## config.mk

```make
export PLATFORM = sky130hd
export DESIGN_NAME = avf_ctrl
export DESIGN_NICKNAME = d
export VERILOG_FILES = /design/src/hdl/avf_pkg.sv /design/src/hdl/avf_ctrl.sv
export SDC_FILE = /design/constraint.sdc
export NUM_CORES = 1
export LEC_CHECK = 0
export ABC_AREA = 0
export BUFFER_PORTS_ARGS = -buffer_cell sky130_fd_sc_hd__buf_2
export CAP_MARGIN = 20
export CORE_MARGIN = 3
export CORE_UTILIZATION = 25
export DETAILED_ROUTE_END_ITERATION = 10
export SYNTH_ARGS = -nofsm -noshare
export SYNTH_HDL_FRONTEND = slang
export SYNTH_SLANG_ARGS = --single-unit
```

## constraint.sdc

```tcl
create_clock -name clk_i -period 2.35 [get_ports clk_i]
set_clock_uncertainty 0.2 [all_clocks]
set_input_delay 0.235 -clock clk_i [delete_from_list [all_inputs] [get_ports clk_i]]
set_output_delay 0.235 -clock clk_i [all_outputs]
set_load 0.02 [all_outputs]
```

## src/hdl/avf_pkg.sv

```systemverilog
`default_nettype none

package avf_pkg;

  // fixed widths of the data path
  localparam int DATA_W    = 32;
  localparam int COEF_W    = 18;
  localparam int EXP_W     = 15;
  localparam int ORD_W     = 4;
  localparam int KIND_W    = 2;
  localparam int LAG_W     = 3;
  localparam int LAGS      = 8;
  localparam int SEEN_W    = 4;
  localparam int SEEN_CAP  = 8;
  localparam int CFG_IDX_W = 3;
  localparam int FRAC_BITS = 16;
  localparam int COEF_FRAC = 16;
  localparam int ACC_W     = 56;
  localparam int LOG_W     = 22;
  localparam int PROD_W    = 37;
  localparam int DIV_W     = 34;
  localparam int REM_W     = 15;
  localparam int Y_W       = 36;
  localparam int IP_W      = 20;
  localparam int SH_W      = 21;
  localparam int CNT_W     = 6;

  // step counts of the iterative units
  localparam int NORM_STEPS = 5;
  localparam int LOG_STEPS  = 16;
  localparam int EXP_STEPS  = 16;
  localparam int DIV_STEPS  = DIV_W;

  // reset values
  localparam logic [EXP_W-1:0]  POW_EXP_RST = EXP_W'(16384);
  localparam logic [DATA_W-1:0] ONE_FX      = DATA_W'(1) << FRAC_BITS;

  // register indexes
  localparam logic [CFG_IDX_W-1:0] REG_MEAN_OFFSET   = 3'd0;
  localparam logic [CFG_IDX_W-1:0] REG_INTERCEPT     = 3'd1;
  localparam logic [CFG_IDX_W-1:0] REG_POWER_EXP     = 3'd2;
  localparam logic [CFG_IDX_W-1:0] REG_PRE_SIGMA_POW = 3'd3;
  localparam logic [CFG_IDX_W-1:0] REG_PRE_SHOCK_POW = 3'd4;
  localparam logic [CFG_IDX_W-1:0] REG_ARCH_ORDER    = 3'd5;
  localparam logic [CFG_IDX_W-1:0] REG_GARCH_ORDER   = 3'd6;

  // item kinds and coefficient tables
  localparam logic ACTION_SAMPLE = 1'b0;
  localparam logic ACTION_COEF   = 1'b1;
  localparam logic [KIND_W-1:0] KIND_PHI   = 2'd0;
  localparam logic [KIND_W-1:0] KIND_GAMMA = 2'd1;
  localparam logic [KIND_W-1:0] KIND_BETA  = 2'd2;

  typedef enum logic [4:0] {
    OP_NONE, OP_COEF, OP_CAPTURE, OP_BASE, OP_NORM, OP_SQUARE, OP_LOGMUL,
    OP_SCALE, OP_DIV, OP_DIVEND, OP_EXPINIT, OP_EXPSTEP, OP_EXPOUT,
    OP_MAC_ARCH, OP_MAC_GARCH, OP_SUM, OP_PUSH
  } op_e;

  typedef enum logic [3:0] {
    S_IDLE, S_ARCH, S_CHK, S_NORM, S_SQUARE, S_LOGMUL, S_SCALE, S_DIV,
    S_DIVEND, S_EXPINIT, S_EXPSTEP, S_EXPOUT, S_MAC_ARCH, S_MAC_GARCH,
    S_SUM, S_PUSH
  } state_e;

  typedef struct packed {
    op_e              op;
    logic [LAG_W-1:0] lag;
    logic [CNT_W-1:0] step;
  } cmd_t;

  typedef struct packed {
    logic [SEEN_W-1:0] seen;
    logic [ORD_W-1:0]  arch_cnt;
    logic [ORD_W-1:0]  garch_cnt;
    logic              m_zero;
  } stat_t;

  // 2^(2^-i) for i = 1..16 as Q1.31, each the integer root of the one before
  typedef logic [EXP_STEPS-1:0][DATA_W-1:0] roots_t;

  function automatic roots_t build_roots();
    roots_t      tab;
    logic [63:0] prev;
    logic [63:0] r;
    logic [63:0] t;
    logic [63:0] v;
    prev = 64'h1_0000_0000;
    for (int i = 0; i < EXP_STEPS; i++) begin
      v = prev << 31;
      r = 64'd0;
      for (int b = 31; b >= 0; b--) begin
        t = r | (64'd1 << b);
        if (t * t <= v) r = t;
      end
      tab[i] = r[DATA_W-1:0];
      prev = r;
    end
    return tab;
  endfunction

  localparam roots_t ROOTS = build_roots();

endpackage

`default_nettype wire

```

## src/hdl/avf_ctrl.sv

```systemverilog
`default_nettype none

module avf_ctrl (
  input  wire             clk_i,
  input  wire             rst_ni,
  input  wire             in_valid_i,
  input  wire             in_action_i,
  output logic            in_ready_o,
  output logic            out_valid_o,
  input  wire             out_ready_i,
  input  avf_pkg::stat_t  stat_i,
  output avf_pkg::cmd_t   cmd_o
);
  import avf_pkg::*;

  state_e            state_q, state_d;
  logic [LAG_W-1:0]  lag_q, lag_d;
  logic [CNT_W-1:0]  cnt_q, cnt_d;
  logic              inv_q, inv_d;
  logic              oval_q, oval_d;
  logic              lag_hist;
  op_e               op;

  // state register
  always_ff @(posedge clk_i or negedge rst_ni) begin
    if (!rst_ni) begin
      state_q <= S_IDLE;
      lag_q   <= '0;
      cnt_q   <= '0;
      inv_q   <= 1'b0;
      oval_q  <= 1'b0;
    end else begin
      state_q <= state_d;
      lag_q   <= lag_d;
      cnt_q   <= cnt_d;
      inv_q   <= inv_d;
      oval_q  <= oval_d;
    end
  end

  // next state and commands
  always_comb begin
    state_d = state_q;
    lag_d   = lag_q;
    cnt_d   = cnt_q;
    inv_d   = inv_q;
    oval_d  = oval_q && !out_ready_i;
    op      = OP_NONE;
    in_ready_o = 1'b0;
    lag_hist = {1'b0, lag_q} < stat_i.seen;
    unique case (state_q)
      S_IDLE: begin
        in_ready_o = 1'b1;
        if (in_valid_i) begin
          if (in_action_i == ACTION_COEF) begin
            op = OP_COEF;
          end else begin
            op      = OP_CAPTURE;
            lag_d   = '0;
            inv_d   = 1'b0;
            state_d = S_ARCH;
          end
        end
      end
      S_ARCH: begin
        if (lag_hist) begin
          op      = OP_BASE;
          state_d = S_CHK;
        end else begin
          state_d = S_MAC_ARCH;
        end
      end
      S_CHK: begin
        cnt_d = '0;
        if (stat_i.m_zero) state_d = inv_q ? S_PUSH : S_MAC_ARCH;
        else state_d = S_NORM;
      end
      S_NORM: begin
        op = OP_NORM;
        cnt_d = cnt_q + CNT_W'(1);
        if (cnt_q == CNT_W'(NORM_STEPS - 1)) begin
          cnt_d   = '0;
          state_d = S_SQUARE;
        end
      end
      S_SQUARE: begin
        op = OP_SQUARE;
        cnt_d = cnt_q + CNT_W'(1);
        if (cnt_q == CNT_W'(LOG_STEPS - 1)) begin
          cnt_d   = '0;
          state_d = S_LOGMUL;
        end
      end
      S_LOGMUL: begin
        op      = OP_LOGMUL;
        state_d = S_SCALE;
      end
      S_SCALE: begin
        op      = OP_SCALE;
        cnt_d   = '0;
        state_d = inv_q ? S_DIV : S_EXPINIT;
      end
      S_DIV: begin
        op = OP_DIV;
        cnt_d = cnt_q + CNT_W'(1);
        if (cnt_q == CNT_W'(DIV_STEPS - 1)) begin
          cnt_d   = '0;
          state_d = S_DIVEND;
        end
      end
      S_DIVEND: begin
        op      = OP_DIVEND;
        state_d = S_EXPINIT;
      end
      S_EXPINIT: begin
        op      = OP_EXPINIT;
        cnt_d   = '0;
        state_d = S_EXPSTEP;
      end
      S_EXPSTEP: begin
        op = OP_EXPSTEP;
        cnt_d = cnt_q + CNT_W'(1);
        if (cnt_q == CNT_W'(EXP_STEPS - 1)) begin
          cnt_d   = '0;
          state_d = S_EXPOUT;
        end
      end
      S_EXPOUT: begin
        op      = OP_EXPOUT;
        state_d = inv_q ? S_PUSH : S_MAC_ARCH;
      end
      S_MAC_ARCH: begin
        op = OP_MAC_ARCH;
        if ({1'b0, lag_q} == stat_i.arch_cnt - ORD_W'(1)) begin
          lag_d   = '0;
          state_d = S_MAC_GARCH;
        end else begin
          lag_d   = lag_q + LAG_W'(1);
          state_d = S_ARCH;
        end
      end
      S_MAC_GARCH: begin
        op = OP_MAC_GARCH;
        if ({1'b0, lag_q} == stat_i.garch_cnt - ORD_W'(1)) begin
          lag_d   = '0;
          state_d = S_SUM;
        end else begin
          lag_d = lag_q + LAG_W'(1);
        end
      end
      S_SUM: begin
        op      = OP_SUM;
        inv_d   = 1'b1;
        state_d = S_CHK;
      end
      S_PUSH: begin
        // wait for the output register to free up
        if (!oval_q || out_ready_i) begin
          op      = OP_PUSH;
          oval_d  = 1'b1;
          state_d = S_IDLE;
        end
      end
      default: state_d = S_IDLE;
    endcase
  end

  assign out_valid_o = oval_q;
  assign cmd_o = '{op: op, lag: lag_q, step: cnt_q};

endmodule

`default_nettype wire

```

==> results.md, run 1 <==
* Ratio of total power to cell area at 1330 nW/um^2
* Max Clk Rate at 0.422 GHz
* Final critical-path required period at 2370 ps
* Number of design-rule violations left by the first detailed-router iteration at 88
* Class of the worst hold path: input pin to flop
* Largest voltage drop on the vdd net at 338 uV
* Buffer type at the clock tree root: clkbuf_8
* Standard-cell rows at 27
* Synthesized instance count at 177
* Dpl cell area at 1750 um^2
* Setup CP Type: flop to primary output
* Register-to-register path setup slack at 210 ps
* Type of element capturing the critical path: primary output
* CTS H-Tree Depth at 1
* Source of the critical timing path: lag_q[2]
* Worst-skew pair later-pin latency at 250 ps
* Maximum number of pins on one net before global-route repair at 16
* Remaining number of nets flagged by the antenna check after routing at 0
* Total of warnings raised by yosys at 0
* Diode insertion count for antenna repair at 0
* CTS tree: done
* Crit path setup slack, layout at -18.4 ps
* DIE HEIGHT at 82.4 um
* DRT Wirelength at 3610 um
* First-pass GRT wire length at 5840 um
* Largest fanout of any net on the critical path at 2
* IO Count at 34
* Most used flip-flop cell after synthesis: dfrtp_1
* Number of flip-flops and latches in the synthesized netlist at 15
* Via count of the first global-routing pass at 1316
* Clock-pin slew of the registers on the worst-case setup and hold paths at 70 ps
* Proportion of synthesized chip area in sequential cells at 25.7%
* Required time at the worst-slack endpoint at 1910 ps
* Length in cells of the worst reg-to-reg path at 7
* Initial Utilization at 26.2%
* Critical Path Start Type: flop
* Drt pass-1 iters at 4
* Post-detailed-placement half-perimeter wirelength at 2820 um
* Via density per instance at 4.88
* Standby leakage power at 0.877 nW
* Overall die width at 82.4 um
* Total count of max-transition violations in the final report at 0
* Area of the mapped netlist at 1460 um^2
* Post-DR wirelength/cell at 12.5 um
* Net total in the final layout at 244
* Post-synth EDFFs at 0
* Setup repair after global routing missed its margin: true
* DIE AREA at 6790 um^2
* Clock buffers created by TritonCTS at 3
* Count of final setup violators at 1
* IO Port Bufs at 33
* CP arrival at 1930 ps
* Violated checks: setup timing
* Maximum buffer depth of the clock tree at 2
* Sinks on Clock Net at 15
* Critical path endpoint: cmd_o[10]
* Final Wtd Congestion at 0.772
* Fraction of the cycle the final worst path needs at 101%
* MaxCap Viol Count at 0
* Max-slew headroom at 70.5%
* Slew @ Worst Pin at 441 ps
* Fraction of registers with async set/reset at 100%
* Core Footprint at 5570 um^2
* Count of endpoints failing hold in the final timing report at 0
* Startpoint of the worst-slack reg-to-reg timing path: cnt_q[0]
* Total track usage at 11.0%
* Worst hold margin at 107 ps
* Initial antenna violation count at 0
* Total DRC errors in the routed layout at 0
* Distinct cell type count of the synthesized netlist at 52
* Status: finished with violations
* Via count at 1410
* Synth-to-layout area growth at 26.9%
* Post-CTS repair timing setup buffer count at 0
* Number of nets produced by synthesis at 203
* Final Instance Area at 1850 um^2
* Layout cell share with drive strength beyond 1 at 26.7%
* Total overflow reported by the global router at 0
* Mean instance size in the synthesized netlist at 8.25 um^2
* Reg-to-reg critical path endpoint: cnt_q[0]
[registers in the layout, indices dropped and copies added (netlist names)]
name,count
lag_q,3
cnt_q,6
out_valid_o,1
state_q,4
inv_q,1
[Yosys cell counts (all sizes together), types with 3 or more instances]
cell type / n / area (um^2)
dfrtp: 15 / 375
o31ai: 3 / 22.5
nor3: 8 / 40.0
a21o: 4 / 30.0
nor2b: 8 / 50.1
nand3: 5 / 25.0
inv: 12 / 45.0
nand2: 11 / 41.3
and3: 3 / 18.8
o22ai: 4 / 25.0
xnor2: 3 / 26.3
xor2: 6 / 52.6
buf: 6 / 36.3
clkbuf: 3 / 11.3
nand2b: 4 / 25.0
a31oi: 3 / 25.0
o21ai: 13 / 65.1
nor2: 9 / 36.3
and2: 3 / 18.8
ha: 8 / 100
a21oi: 10 / 50.1
nand3b: 5 / 37.5
[critical path, cell delays in order, from the launching register on]
cell and delay, ps:
dfrtp_1 410, ha_4 280, a21o_1 110, a31oi_2 50, or2_4 250, o31ai_4 200
a21oi_2 80, a21o_1 150, buf_2 150
[cells in the final DEF (no fill, tap or decap), types with 2 or more instances in the layout]
cell type,netlist,layout
buf_2,5,33
dfrtp_1,15,15
inv_1,12,12
nand2_1,11,11
buf_4,0,11
o21ai_0,9,9
a21oi_1,10,9
nor2b_1,8,8
nor3_1,8,8
nor2_1,8,8
ha_1,8,7
xor2_1,6,6
nand3_1,5,5
nand3b_1,5,5
nand2b_1,4,4
a21o_1,4,4
o22ai_1,4,4
o21ai_1,4,4
xnor2_1,3,3
and2_1,3,3
and3_1,3,3
clkbuf_8,0,3
nor4_1,2,2
a31oi_2,1,2
o21bai_1,2,2
a41oi_1,2,2
o31ai_1,3,2
a22o_1,2,2
a22oi_1,2,2
[final cells by class]
class	instances	area, um^2
fill	593	3720
clock buffer	4	45.0
timing repair buffer	45	258
inverter	12	45.0
tap	72	90.1
multi-input combinational	141	1040
sequential	15	375
[metrics by stage]
step	TNS [ps]	setup WS, ps	std cells	power [mW]	utilization (%)
6_report	-18.4	-18.4	289	2.46	33.2
5_1_grt	-115	-110	289	2.71	33.2
4_1_cts	-15.1	-15.1	289	2.44	32.7
3_5_place_dp	0	138	284	2.18	31.4
3_3_place_gp	0	142	284	2.16	31.4
2_1_floorplan	0	123	177	1.72	-
[metal layers]
layer | GRT usage (%) | wire length, um
met5 | 0 | 0
met2 | 18.5 | 1720
met4 | 4.15 | 56
met1 | 13.3 | 1620
met3 | 2.93 | 212
[cells by family (layout without fill, tap and decap cells)]
| group | count (synthesis) | count (layout) | synth area share, % |
|---|---|---|---|
| AND/OR/NAND/NOR | 69 | 69 | 28.3 |
| AO/OA/AOI/OAI | 52 | 52 | 24.2 |
| buffers and inverters | 21 | 61 | 6.34 |
| flip-flops | 15 | 15 | 25.7 |
| XOR/XNOR | 10 | 10 | 6.94 |
| adder cells (fa/ha/maj) | 8 | 8 | 6.86 |
| multiplexers | 2 | 2 | 1.71 |
[timing repair]
| action | CTS | global route |
|---|---|---|
| gates resized for setup | 3 | 4 |
| endpoints found under the hold margin | 15 | 0 |
| hold buffers | 1 | 0 |
| endpoints found under the setup margin | 1 | 4 |
[worst min path at each step]
stage | startpoint | to | slack [ps] | cells past startpoint
floorplan | rst_ni | cnt_q[0] | -260 | 0
global placement | rst_ni | cnt_q[5] | -30 | 1
detailed placement | rst_ni | cnt_q[5] | -30 | 1
CTS | out_ready_i | out_valid_o | 110 | 3
global route | out_ready_i | out_valid_o | 130 | 3
finish | out_ready_i | out_valid_o | 110 | 3
[power breakdown]
part / leakage (nW) / switching (mW) / internal [mW]
logic: 0.661 / 0.957 / 0.746
registers: 0.193 / 0.171 / 0.367
clock network: 0.0228 / 0.101 / 0.120
No activity file was read; power rests on OpenSTA's default activity.
==> run 2: changes to the inputs <==
- ABC_AREA: 0 -> 1
- CORE_UTILIZATION: 25 -> 40
==> run 2 against run 1 <==
  * The run now ends clean
  * Final area decreased by 0.81%
  * Die area decreased by 31%
  * Cell count increased by 17%
  * Wire length increased by 1.9%
  * Fmax increased by 12%
  * Global-route usage increased by 6.7 points
  * First-iteration DRC count decreased by 32%
  * Largest cell class unchanged
  * Highest routed layer unchanged
==> results.md, run 2 <==
* Worst-skew pair later-pin latency at 250 ps
* Post-detailed-placement half-perimeter wirelength at 3050 um
* Biggest regs: cnt_q: 6 flops, state_q: 4 flops, lag_q: 3 flops
* Highest-count cells in the layout ignoring fill and taps: 74 x nand2_1, 42 x inv_1, 33 x nand3_1, 33 x buf_2, 25 x nor2_1
* Initial Utilization at 42.0%
* Max Clk Rate at 0.475 GHz
* Class of the worst hold path: input pin to asynchronous set/reset pin
* Diode insertion count for antenna repair at 0
* Largest fanout of any net on the critical path at 7
* Synth area leader: dfrtp_1
* Remaining number of nets flagged by the antenna check after routing at 0
* Standby leakage power at 1.09 nW
* Overall die width at 68.4 um
* Ratio of total power to cell area at 1190 nW/um^2
* Total DRC errors in the routed layout at 0
* Most used flip-flop cell after synthesis: dfrtp_1
* Startpoint of the worst-slack reg-to-reg timing path: state_q[0]
* Number of design-rule violations left by the first detailed-router iteration at 60
* Area of the mapped netlist at 1560 um^2
* Count of endpoints failing hold in the final timing report at 0
* Quantity of gates resized following cts at 0
* Register name with the most flops: cnt_q
* Total overflow reported by the global router at 0
* Top area cells in the synthesized netlist: dfrtp_1 24%, nand2_1 18%, nand3_1 11%
* Fraction of registers with async set/reset at 100%
* Via density per instance at 4.79
* Aggregate negative setup slack at 0 ps
* Standard-cell rows at 22
* Proportion of synthesized chip area in sequential cells at 24.1%
* Critical Path Start Type: flop
* Clock-pin slew of the registers on the worst-case setup and hold paths at 60 ps
* Setup CP Type: flop to primary output
* Maximum number of pins on one net before global-route repair at 16
* IO Count at 34
* First-pass GRT wire length at 6380 um
* Drt pass-1 iters at 4
* Hold-fix buffers, CTS at 2
* MaxCap Viol Count at 0
* Distinct cell type count of the synthesized netlist at 27
* Slew @ Worst Pin at 346 ps
* Layout cell share with drive strength beyond 1 at 20.3%
* Register-to-register path setup slack at 470 ps
* Number of flip-flops and latches in the synthesized netlist at 15
* Length in cells of the worst reg-to-reg path at 7
* Required time at the worst-slack endpoint at 1910 ps
* Count of final setup violators at 0
* Mean instance size in the synthesized netlist at 6.14 um^2
* Commonest cells in the netlist: 74 x nand2_1, 42 x inv_1, 33 x nand3_1
* DRT Wirelength at 3680 um
* Buffer type at the clock tree root: clkbuf_8
* Via count at 1625
* CTS tree: done
* Synthesized instance count at 254
* Total count of max-transition violations in the final report at 0
* Core Footprint at 3720 um^2
* Most frequent standard cell in the layout excluding fill and tap cells: nand2_1
* Overall Power at 2.18 mW
* Largest voltage drop on the vdd net at 657 uV
* DIE AREA at 4680 um^2
* Max-slew headroom at 76.9%
* Via count of the first global-routing pass at 1466
* Type of element capturing the critical path: primary output
* Max FFs per register at 6
* Maximum buffer depth of the clock tree at 2
* Total of warnings raised by yosys at 0
* Leading cell type by number of instances after synthesis: nand2_1
* DIE HEIGHT at 68.4 um
* Post-DR wirelength/cell at 10.8 um
* Clock buffers created by TritonCTS at 3
* Status: finished, final reports clean
* Final Wtd Congestion at 0.941
* Final critical-path required period at 2110 ps
* IO Port Bufs at 33
* Post-CTS repair timing setup buffer count at 0
* Net total in the final layout at 318
* CTS H-Tree Depth at 1
* Synth-to-layout area growth at 17.9%
* Total track usage at 17.7%
* Post-synth EDFFs at 0
* Initial antenna violation count at 0
* CP arrival at 1670 ps
* Fraction of post-synthesis cell area in the top cell type by area at 24.1%
* Setup repair after global routing missed its margin: false
* Reg-to-reg critical path endpoint: cnt_q[0]
* Fraction of the cycle the final worst path needs at 89.7%
* Number of nets produced by synthesis at 280
* Sinks on Clock Net at 15
## run 2: changes by cell type after synthesis, sizes merged, moves of 5 or more
cell,delta
nor2b,-8
a21oi,-8
nor2,+20
nand2,+70
inv,+36
nand3,+28
buf,-5
## run 2: routing by layer
layer | track usage, % | part of all wire (%)
met1 | 25.5 | 51
met2 | 27.8 | 42
met3 | 3.28 | 5.4
met4 | 3.23 | 0.95
met5 | 0 | 0
## run 2: worst max path at each step
stage | slack (ps) | startpoint | end | cells after the start
finish | 240 | lag_q[1] | cmd_o[9] | 7
CTS | 240 | lag_q[1] | cmd_o[9] | 7
floorplan | 500 | state_q[2] | state_q[2] | 10
detailed placement | 500 | stat_i[1] | state_q[0] | 11
global placement | 450 | stat_i[1] | state_q[0] | 11
global route | 100 | lag_q[1] | cmd_o[9] | 7
## run 2: final cells by class
cell class / instances / area [um^2]
Fill cell: 393 / 1880
Multi-Input combinational cell: 188 / 986
Clock buffer: 3 / 41.3
Inverter: 49 / 185
Clock inverter: 1 / 5.00
Sequential cell: 15 / 375
Tap cell: 48 / 60.1
Timing Repair Buffer: 35 / 185
## run 2: worst max-delay path: stages, from the launching register on
cell and delay [ps]:
dfrtp_1 470, ha_1 310, nand2_1 60, nand2_1 40, nand2_1 80, nand3_1 150
o211ai_1 120, buf_2 190
## run 2: cell families after synthesis
kind of cell             synth area share [%]
flip-flops                               24.1
adder cells (fa/ha/maj)                  6.42
AND/OR/NAND/NOR                          44.7
XOR/XNOR                                 3.93
buffers and inverters                    12.7
AO/OA/AOI/OAI                            8.19
## run 2: metrics by stage
step	util (%)	std cells	setup WS, ps	instance area [um^2]	hold slack [ps]
4_1_cts	49.5	339	242	1840	231
3_5_place_dp	47.7	333	496	1770	-37.1
3_3_place_gp	47.7	333	449	1770	-31.8
5_1_grt	49.5	339	96.3	1840	269
6_report	49.5	339	243	1840	219
2_1_floorplan	-	254	504	1560	-261
## run 2: power by group
part / switching [mW] / internal (mW)
sequential: 0.170 / 0.356
combinational: 0.944 / 0.501
clock: 0.0941 / 0.117
